<file path="src/sv/modexp_pkg.sv">
package modexp_pkg;

  // operand width of base, exponent, modulus and result
  localparam int unsigned OPERAND_BITS = 31;
  localparam int unsigned CNT_BITS = $clog2(OPERAND_BITS);
  localparam logic [CNT_BITS-1:0] CNT_LAST = CNT_BITS'(OPERAND_BITS - 1);

  typedef logic [OPERAND_BITS-1:0] operand_t;
  typedef logic [CNT_BITS-1:0] cnt_t;

  // controller to datapath
  typedef struct packed {
    logic load;   // take a new item
    logic red;    // one bit step of the base reduction
    logic mul;    // one bit step of square and multiply
    logic emit;   // move result to the output register
  } cmd_t;

  // datapath to controller
  typedef struct packed {
    logic special;   // new item is answered without iterating
    logic cnt_last;  // last bit step of the current pass
    logic e_last;    // no exponent bits left after this pass
    logic out_busy;  // output register holds an item not yet taken
  } sts_t;

  // one interleaved step: (2*p + (bit ? y : 0)) mod m, with p < m and y <= m
  function automatic operand_t mod_step(operand_t p, logic bit_i, operand_t y, operand_t m);
    logic [OPERAND_BITS:0] t;
    logic [OPERAND_BITS:0] u;
    t = {p, 1'b0};
    if (t >= {1'b0, m}) begin
      t = t - {1'b0, m};
    end
    u = t + (bit_i ? {1'b0, y} : '0);
    if (u >= {1'b0, m}) begin
      u = u - {1'b0, m};
    end
    return u[OPERAND_BITS-1:0];
  endfunction

endpackage

</file>
<file path="src/sv/modexp_dp.sv">
module modexp_dp (
  input  logic                   clk_i,
  input  logic                   rst_ni,
  input  modexp_pkg::cmd_t       cmd_i,
  output modexp_pkg::sts_t       sts_o,
  input  logic                   func_i,
  input  modexp_pkg::operand_t   base_i,
  input  modexp_pkg::operand_t   exponent_i,
  input  modexp_pkg::operand_t   modulus_i,
  input  logic                   out_ready_i,
  output logic                   out_valid_o,
  output modexp_pkg::operand_t   result_o
);
  import modexp_pkg::*;

  operand_t m_q, e_q, b_q, acc_q, ps_q, pm_q, sh_q, res_q;
  operand_t m_d, e_d, b_d, acc_d, ps_d, pm_d, sh_d, res_d;
  cnt_t     cnt_q, cnt_d;
  logic     out_valid_q, out_valid_d;

  operand_t e_eff;
  operand_t special_val;
  logic     special;
  operand_t ps_step, pm_step, ps_y;

  // exponent in use and items answered without iterating
  always_comb begin
    e_eff = func_i ? (modulus_i - operand_t'(2)) : exponent_i;
    special = 1'b0;
    special_val = '0;
    if (modulus_i == '0 || (func_i && modulus_i == operand_t'(1))) begin
      special = 1'b1;
    end else if (e_eff == '0) begin
      special = 1'b1;
      special_val = operand_t'(1);
    end
  end

  // reduction pass adds the base bits one by one, power pass multiplies by b
  assign ps_y    = cmd_i.red ? operand_t'(1) : b_q;
  assign ps_step = mod_step(ps_q, sh_q[OPERAND_BITS-1], ps_y, m_q);
  assign pm_step = mod_step(pm_q, sh_q[OPERAND_BITS-1], acc_q, m_q);

  always_comb begin
    m_d = m_q;
    e_d = e_q;
    b_d = b_q;
    acc_d = acc_q;
    ps_d = ps_q;
    pm_d = pm_q;
    sh_d = sh_q;
    cnt_d = cnt_q;
    res_d = res_q;
    out_valid_d = out_valid_q;
    if (out_ready_i) begin
      out_valid_d = 1'b0;
    end
    if (cmd_i.load) begin
      m_d = modulus_i;
      e_d = e_eff;
      sh_d = base_i;
      ps_d = '0;
      pm_d = '0;
      cnt_d = '0;
      if (special) begin
        acc_d = special_val;
      end else begin
        acc_d = (modulus_i == operand_t'(1)) ? '0 : operand_t'(1);
      end
    end
    if (cmd_i.red || cmd_i.mul) begin
      ps_d = ps_step;
      pm_d = pm_step;
      sh_d = {sh_q[OPERAND_BITS-2:0], 1'b0};
      cnt_d = cnt_q + cnt_t'(1);
      if (cnt_q == CNT_LAST) begin
        b_d = ps_step;
        sh_d = ps_step;
        ps_d = '0;
        pm_d = '0;
        cnt_d = '0;
        if (cmd_i.mul) begin
          if (e_q[0]) begin
            acc_d = pm_step;
          end
          e_d = e_q >> 1;
        end
      end
    end
    if (cmd_i.emit) begin
      res_d = acc_q;
      out_valid_d = 1'b1;
    end
  end

  always_ff @(posedge clk_i or negedge rst_ni) begin
    if (!rst_ni) begin
      cnt_q <= '0;
      out_valid_q <= 1'b0;
    end else begin
      cnt_q <= cnt_d;
      out_valid_q <= out_valid_d;
    end
  end

  always_ff @(posedge clk_i) begin
    m_q <= m_d;
    e_q <= e_d;
    b_q <= b_d;
    acc_q <= acc_d;
    ps_q <= ps_d;
    pm_q <= pm_d;
    sh_q <= sh_d;
    res_q <= res_d;
  end

  assign sts_o.special  = special;
  assign sts_o.cnt_last = (cnt_q == CNT_LAST);
  assign sts_o.e_last   = ((e_q >> 1) == '0);
  assign sts_o.out_busy = out_valid_q && !out_ready_i;

  assign out_valid_o = out_valid_q;
  assign result_o    = res_q;

`ifndef SYNTHESIS
  a_residues_reduced: assert property (@(posedge clk_i) disable iff (!rst_ni)
    cmd_i.mul |-> (ps_q < m_q && pm_q < m_q && b_q < m_q && acc_q < m_q))
    else $error("residue not below modulus during power pass");
  a_load_clears_count: assert property (@(posedge clk_i) disable iff (!rst_ni)
    cmd_i.load |=> cnt_q == '0)
    else $error("bit counter not cleared on new item");
`endif

endmodule

</file>
<file path="src/sv/modexp_ctrl.sv">
module modexp_ctrl (
  input  logic             clk_i,
  input  logic             rst_ni,
  input  logic             in_valid_i,
  output logic             in_ready_o,
  input  modexp_pkg::sts_t sts_i,
  output modexp_pkg::cmd_t cmd_o
);
  import modexp_pkg::*;

  typedef enum logic [3:0] {
    S_IDLE = 4'b0001,
    S_RED  = 4'b0010,
    S_MUL  = 4'b0100,
    S_DONE = 4'b1000
  } state_e;

  state_e state_q, state_d;

  always_comb begin
    state_d = state_q;
    cmd_o = '0;
    in_ready_o = 1'b0;
    case (state_q)
      S_IDLE: begin
        in_ready_o = 1'b1;
        if (in_valid_i) begin
          cmd_o.load = 1'b1;
          state_d = sts_i.special ? S_DONE : S_RED;
        end
      end
      S_RED: begin
        cmd_o.red = 1'b1;
        if (sts_i.cnt_last) begin
          state_d = S_MUL;
        end
      end
      S_MUL: begin
        cmd_o.mul = 1'b1;
        if (sts_i.cnt_last && sts_i.e_last) begin
          state_d = S_DONE;
        end
      end
      S_DONE: begin
        if (!sts_i.out_busy) begin
          cmd_o.emit = 1'b1;
          state_d = S_IDLE;
        end
      end
      default: begin
        state_d = S_IDLE;
      end
    endcase
  end

  always_ff @(posedge clk_i or negedge rst_ni) begin
    if (!rst_ni) begin
      state_q <= S_IDLE;
    end else begin
      state_q <= state_d;
    end
  end

`ifndef SYNTHESIS
  a_state_onehot: assert property (@(posedge clk_i) disable iff (!rst_ni)
    $onehot(state_q))
    else $error("controller state not one-hot");
  a_red_to_mul: assert property (@(posedge clk_i) disable iff (!rst_ni)
    (state_q == S_RED && sts_i.cnt_last) |=> state_q == S_MUL)
    else $error("reduction pass did not hand over to power pass");
`endif

endmodule

</file>
<file path="src/sv/modular_exponentiation.sv">
// channel | valid      | ready       | payload
// in      | in_valid_i | in_ready_o  | func_i, base_i, exponent_i, modulus_i
// out     | out_valid_o| out_ready_i | result_o
//
// one item at a time; an item with L significant exponent bits (exponent, or
// modulus minus two in inverse mode) runs one base reduction pass, then one square and
// multiply pass per exponent bit, each paced by the one-bit-per-cycle modular multiply step
// items answered directly (zero modulus, zero exponent, inverse below two) skip the passes
// reset is asynchronous, active low, and clears the controller, bit counter and output valid
// a waiting result does not block the next item; a finished item waits for the slot
module modular_exponentiation (
  input  logic                 clk_i,
  input  logic                 rst_ni,
  input  logic                 in_valid_i,
  output logic                 in_ready_o,
  input  logic                 func_i,
  input  modexp_pkg::operand_t base_i,
  input  modexp_pkg::operand_t exponent_i,
  input  modexp_pkg::operand_t modulus_i,
  output logic                 out_valid_o,
  input  logic                 out_ready_i,
  output modexp_pkg::operand_t result_o
);
  import modexp_pkg::*;

  // commands and status between sequencer and arithmetic
  cmd_t cmd;
  sts_t sts;

  // sequencer: idle, base reduction pass, square and multiply passes, result hand-off
  modexp_ctrl u_ctrl (
    .clk_i      (clk_i),
    .rst_ni     (rst_ni),
    .in_valid_i (in_valid_i),
    .in_ready_o (in_ready_o),
    .sts_i      (sts),
    .cmd_o      (cmd)
  );

  // datapath: two interleaved modular multiply lanes sharing the multiplier bits,
  // one for b*b and one for acc*b, plus the output register
  modexp_dp u_dp (
    .clk_i       (clk_i),
    .rst_ni      (rst_ni),
    .cmd_i       (cmd),
    .sts_o       (sts),
    .func_i      (func_i),
    .base_i      (base_i),
    .exponent_i  (exponent_i),
    .modulus_i   (modulus_i),
    .out_ready_i (out_ready_i),
    .out_valid_o (out_valid_o),
    .result_o    (result_o)
  );

endmodule

</file>
<file path="config.mk">
export PLATFORM = sky130hd
export DESIGN_NAME = modular_exponentiation
export DESIGN_NICKNAME = d
export VERILOG_FILES = /design/src/sv/modexp_pkg.sv /design/src/sv/modexp_dp.sv /design/src/sv/modexp_ctrl.sv /design/src/sv/modular_exponentiation.sv
export SDC_FILE = /design/constraint.sdc
export NUM_CORES = 1
export LEC_CHECK = 0
export BUFFER_PORTS_ARGS = -buffer_cell sky130_fd_sc_hd__buf_2
export CORE_MARGIN = 5
export CORE_UTILIZATION = 54
export CTS_CLUSTER_DIAMETER = 150
export DETAILED_ROUTE_END_ITERATION = 8
export PLACE_DENSITY = 0.8
export SLEW_MARGIN = 5
export SYNTH_ARGS = -nofsm -noshare
export SYNTH_HDL_FRONTEND = slang
export SYNTH_SLANG_ARGS = --single-unit
</file>
<file path="constraint.sdc">
create_clock -name clk_i -period 10.05 [get_ports clk_i]
set_input_delay 1.005 -clock clk_i [delete_from_list [all_inputs] [get_ports clk_i]]
set_output_delay 1.005 -clock clk_i [all_outputs]
set_load 0.02 [all_outputs]
</file>
==> results of run 1 <==
==> stage by stage <==
step	std cells	instance area, µm²
floorplan	2491	21520
global placement	3095	22780
detailed placement	3095	22780
CTS	3151	23830
global route	3151	23830
finish	3151	23830
==> cell families (layout without fill, tap and decap cells) <==
group                      count (synthesis)  count (layout)
muxes                                     97              97
buffers and inverters                    221             356
adders and majority gates                195             195
xor gates and xnor gates                 175             175
DFF                                      258             258
AOI/OAI and AO/OA                        769             769
and+or+nand+nor                          776             776
==> how the worst max path moves through the flow <==
stage | to | cells past startpoint | slack (ns)
after detailed placement | u_dp.pm_q[12] | 29 | 1.21
after floorplan | u_dp.pm_q[30] | 30 | 2.87
after CTS | u_dp.pm_q[12] | 29 | 1.20
final | u_dp.pm_q[12] | 29 | 0.97
after global routing | u_dp.pm_q[12] | 29 | 0.57
after global placement | u_dp.pm_q[12] | 30 | 1.29
==> flip-flops by register name, indices dropped and copies added, names as in the netlist <==
register	cells
u_dp.e_q	31
u_dp.ps_q	31
u_dp.acc_q	31
u_ctrl.state_q	4
u_dp.cnt_q	5
u_dp.out_valid_o	1
u_dp.m_q	31
u_dp.result_o	31
u_dp.sh_q	31
u_dp.b_q	31
u_dp.pm_q	31
==> routing by layer <==
metal	vias up	track usage, %	part of all wire, %
met5	-	0	0
met3	137	4.200	8.0
li1	9431	-	-
met2	848	47.72	45
met1	9519	41.24	43
met4	0	10.69	4.0
==> Yosys cell counts, types with 6 or more instances <==
cell      number
a211o_1        8
a211oi_1      32
a21o_1        65
a21oi_1      242
a31oi_1       25
and2_1        70
and3_1        21
and4_1         6
buf_4          6
clkbuf_1      70
dfrtp_1        9
dfxtp_1       62
edfxtp_1     186
fa_1           6
ha_1         189
inv_1        135
mux2_2        18
mux2i_1       78
nand2_1      160
nand2b_1      22
nand3_1       74
nand3b_1       7
nand4_1       32
nor2_1       242
nor2b_1       23
nor3_1        35
nor4_1        28
o211ai_1      16
o21a_1        30
o21ai_0      189
o21ai_1        8
o21bai_1      29
o22ai_1       25
o311ai_0       9
o31a_1        10
o31ai_1       11
or2_2         10
or3_1         16
or4_1         15
xnor2_1      126
xor2_1        49
==> final cells by class <==
class | count | area (µm²) | share of cell area (%)
clock buffers | 39 | 825.8 | 3.466
flip-flops and latches | 258 | 7078 | 29.71
well taps | 525 | 656.9 | 2.757
multi-input cells | 2012 | 13630 | 57.22
repair buffers | 164 | 905.9 | 3.802
clock inverters | 17 | 215.2 | 0.9033
inverters | 136 | 511.7 | 2.148
==> results.md, run 1 <==
- Status: completed
- Number of synthesized flops with an enable pin: 186
- # clock sinks: 258
- Max_cap viols: 0
- FF+latch count, synth: 258
- Via count: 19940
- Hold_buf cts: 0
- Fin nets: 2895
- GRT Total Usage: 29.73%
- Ys async rst share: 3.876%
- Arr. time, crit path: about 9.4 ns
- Synth Area in Adders: between 10% and 20%
- Drc violations: 0
- Synth top area cells: edfxtp_1, ha_1, dfxtp_1
- Final WL: 68620 µm
- Largest area contributor in the netlist: edfxtp_1
- H-tree depth: 1
- Ratio of cells with drive above 1 in the final layout: about a tenth
- First-pass GRT wire length: 105100 µm
- Routability cong.: around 0.98
- Clock Tree Buf Depth: 3
- Initial drt markers: 1933
- CP delay by family, top: compound AO/OA/AOI/OAI gates
- Syn Area/Cell: 8.638 µm²
- CP endpoint kind: flop
- Cell area after synthesis: 21520 µm²
- Initial antenna violation count: 2
- Slowest-stage cell, CP: o21ai_0
- Largest family of logic cells by synthesized area: compound AO/OA/AOI/OAI gates
- CTS-repair resized insts: 0
- Worst-path clk slew: 0.06 ns
- Post-synthesis net count: about 2800
- Commonest register cell after synthesis: edfxtp_1
- Cell Rows: 73
- Setup violators final: 0
- R2R Path End: u_dp.pm_q[12]
- Critical path peak fanout: 31
- Skew-Pair Late Insertion Delay: 0.60 ns
- Worst EP required: 10.35 ns
- Die outline width: ~210 µm
- Worst r2r src: u_dp.m_q[0]
- Post-synthesis sequential area ratio: between 30% and 40%
- CP most frequent cell: a21oi_1
- CP Launch Type: flop
- DRT Pass-1 Iters: 6
- CTS root buf: clkbuf_16
- WS Path Type: reg -> reg
- # fillers: 3460
- Crit path launch: u_dp.m_q[0]
- Hpwl dp: 52600 µm
- Vias in the first global route: around 19000
- Final Util: approximately three fifths
- Mapped Cells: 2491
- IO Count: 131
- Slack of the critical path: around 0.97 ns
- Yosys top cell area share: between 20 and 30%
- Crit path buffers/inverters: 2
- Final period util: 90.34%
- Final Max Slew Viols: 0
- Relative slew margins: 19.67%
- Overflow after GRT: 0
- Fin. Hold Viols: 0
- Final Skew: around 0.026 ns
- CTS Buf Count: 30
- Commonest cells after routing, fill and taps aside: a21oi_1, nor2_1, o21ai_0, ha_1, edfxtp_1
- Post-Synth Simple-Gate Area: 17.60%
- Measured slew at the worst slew-check pin: 1.200 ns
- Highest clock rate: 110.1 MHz
- Post-route ant nets: 0
- Dpl ws: approximately 1.2 ns
- Synth Area in XOR/XNOR: 7.123%
- Crit path time final: 9.079 ns
- HP Class: in -> async
- Port Buffers: 130
- Average wire per standard cell: 21.78 µm
- Via-per-instance ratio: 6.327
- Post-synthesis mux area share: 4.675%
- Reg2Reg Depth: 29
- FF-to-FF setup slack: 0.97 ns
- Ant. Diodes: 0
- Setup bufs post-CTS: 0
- Cell variety after synth: 82
- Die area: 43940 µm²
- RSZ-0062 raised after global routing: false
- Setup TNS: 0 ns
- Worst path max stage delay: 0.56 ns
- Commonest non-fill, non-tap cell in the layout: a21oi_1
- Synthesis-to-layout area growth: 10.73%
- Largest net degree at the start of global routing: 75
- Compound-Gate Fraction of Synth Area: 22.18%
- Total core area: around 40000 µm²
- Initial core utilization: 54.41%
- CTS tree: yes
- Die Y: between 200 and 250 µm
- Synth Warn #: 0
- Hold Worst Slack: 0.2668 ns
Power of run 1 is not shown: default switching activity piles up to over one toggle a cycle in this logic, so the estimate is an artifact.
==> run 2, diff against run 1 <==
--- a/config.mk
+++ b/config.mk
@@ -10,7 +10,7 @@
 export CORE_UTILIZATION = 54
 export CTS_CLUSTER_DIAMETER = 150
 export DETAILED_ROUTE_END_ITERATION = 8
-export PLACE_DENSITY = 0.8
+export PLACE_DENSITY = 0.83
 export SLEW_MARGIN = 5
 export SYNTH_ARGS = -nofsm -noshare
 export SYNTH_HDL_FRONTEND = slang
==> constraint.sdc (replaced) <==
create_clock -name clk_i -period 8.35 [get_ports clk_i]
set_input_delay 0.835 -clock clk_i [delete_from_list [all_inputs] [get_ports clk_i]]
set_output_delay 0.835 -clock clk_i [all_outputs]
set_load 0.02 [all_outputs]
==> run 2 against run 1 <==
Non-clock buffer count is 17 higher; global-route usage down 0.89 points; worst hold slack lost 0.15 ns; sequential share of layout area fell by 0.13 points; first-iteration DRC count is 18% higher; via count is 0.98% higher.
==> results.md, run 2 (synthesized netlist as in run 1, its figures left out) <==
- Worst r2r src: u_dp.m_q[0]
- Average wire per standard cell: 21.07 µm (-3.2%)
- WS Path Type: reg -> reg
- Vias in the first global route: 18930 (-0.54%)
- Commonest cells after routing, fill and taps aside: nor2_1, a21oi_1, ha_1, edfxtp_1, o21ai_0
- Setup TNS: 0 ns (unchanged)
- # fillers: 3381 (-2.3%)
- Measured slew at the worst slew-check pin: 1.155 ns (-0.04582 ns)
- Final period util: 96.87% (+6.5 points)
- DRT Pass-1 Iters: 6 (unchanged)
- Final WL: 66720 µm (-2.8%)
- Slowest-stage cell, CP: or4_1
- Initial core utilization: 54.41% (unchanged)
- Die area: 43940 µm² (unchanged)
- Hpwl dp: 50840 µm (-3.3%)
- Worst EP required: 8.76 ns (-1.59 ns)
- Initial antenna violation count: 2 (unchanged)
- Arr. time, crit path: 8.50 ns (-0.88 ns)
- Hold_buf cts: 0 (unchanged)
- CP endpoint kind: flop
- H-tree depth: 1 (unchanged)
- Reg2Reg Depth: 28 (-3.4%)
- IO Count: 131 (unchanged)
- Status: completed
- RSZ-0062 raised after global routing: false
- Synthesis-to-layout area growth: 11.22%
- Die outline width: 209.6 µm (unchanged)
- Overflow after GRT: 0 (unchanged)
- Via-per-instance ratio: 6.358 (+0.50%)
- Post-route ant nets: 0 (unchanged)
- Fin. Hold Viols: 0 (unchanged)
- Cell Rows: 73 (unchanged)
- Largest net degree at the start of global routing: 75 (unchanged)
- Final Skew: 0.03723 ns (+0.01126 ns)
- First-pass GRT wire length: 102600 µm (-2.4%)
- Routability cong.: 1.010 (+2.8%)
- CTS root buf: clkbuf_16
- R2R Path End: u_dp.pm_q[0]
- Critical path peak fanout: 16 (-48%)
- FF-to-FF setup slack: 0.26 ns (-0.71 ns)
- HP Class: in -> async
- Setup violators final: 0 (unchanged)
- Drc violations: 0 (unchanged)
- CP Launch Type: flop
- Fin nets: 2911 (+0.55%)
- CTS Buf Count: 28 (-6.7%)
- Commonest non-fill, non-tap cell in the layout: nor2_1
- Worst path max stage delay: 0.57 ns (about the same)
- Via count: 20130 (+0.98%)
- CTS tree: yes
- Highest clock rate: 123.6 MHz (+12%)
- Port Buffers: 130 (unchanged)
- Total core area: 39550 µm² (unchanged)
- GRT Total Usage: 28.84% (-0.89 points)
- Final Max Slew Viols: 0 (unchanged)
- Worst-path clk slew: 0.06 ns (about the same)
- Relative slew margins: 22.75% (+3.1 points)
- Crit path time final: 8.089 ns (-0.9904 ns)
- Die Y: 209.6 µm (unchanged)
- Skew-Pair Late Insertion Delay: 0.59 ns (about the same)
- Ratio of cells with drive above 1 in the final layout: 11.44% (+1.3 points)
- Max_cap viols: 0 (unchanged)
- Clock Tree Buf Depth: 3 (unchanged)
- Initial drt markers: 2289 (+18%)
- # clock sinks: 258 (unchanged)
-- run 2: cell type report --
cell class | instances | area, µm² | area share, %
sequential | 258 | 7078 | 29.58
timing repair buffer | 181 | 1066 | 4.454
clock inverter | 14 | 112.6 | 0.4705
antenna | 1 | 2.502 | 0.01046
clock buffer | 38 | 748.2 | 3.126
multi-input combinational | 2013 | 13750 | 57.46
tap | 525 | 656.9 | 2.745
inverter | 136 | 515.5 | 2.154
-- run 2: layer usage --
| metal | global-route usage (%) | vias up | wire (µm) |
|---|---|---|---|
| li1 | - | 9460 | - |
| met1 | 39.90 | 9417 | 27990 |
| met2 | 45.13 | 1082 | 29150 |
| met3 | 4.873 | 172 | 6674 |
| met4 | 11.70 | 0 | 2905 |
| met5 | 0 | - | 0 |
-- run 2: timing repair --
action / in CTS / in global routing
setup buffers: 0 / 1
resized for setup: 0 / 39
setup endpoints to repair: 0 / 154
-- run 2: stage by stage --
step	area [µm²]	utilization (%)	cells	hold slack, ns	setup WS, ns
2_1_floorplan	21520	-	2491	0.4215	1.174
3_3_place_gp	22930	57.98	3111	0.4326	0.1691
3_5_place_dp	22930	57.98	3111	0.4340	0.1303
4_1_cts	23790	60.15	3163	0.09300	0.07999
5_1_grt	23930	60.50	3165	0.1052	0.01078
6_report	23930	60.51	3166	0.1138	0.2612
-- run 2: how the worst max path moves through the flow --
stage	depth (start not counted)	endpoint	from	slack [ns]
global route	29	u_dp.pm_q[0]	u_dp.m_q[0]	0.01
finish	28	u_dp.pm_q[0]	u_dp.m_q[0]	0.26
detailed placement	29	u_dp.sh_q[1]	u_dp.m_q[0]	0.13
CTS	29	u_dp.sh_q[1]	u_dp.m_q[0]	0.08
floorplan	30	u_dp.pm_q[30]	u_dp.m_q[0]	1.17
global placement	29	u_dp.sh_q[1]	u_dp.m_q[24]	0.17
-- run 2: critical path: cells and delay by family, from the launching register on --
family                   cells  cell delay, ns
buffers and inverters        2            0.41
multiplexers                 3            0.88
adder cells (fa/ha/maj)      3            1.11
AO/OA/AOI/OAI               14            3.48
AND/OR/NAND/NOR              5            1.32
flip-flops                   1            0.46
XOR/XNOR                     1            0.24
Power of run 2 is left out for the same reason.
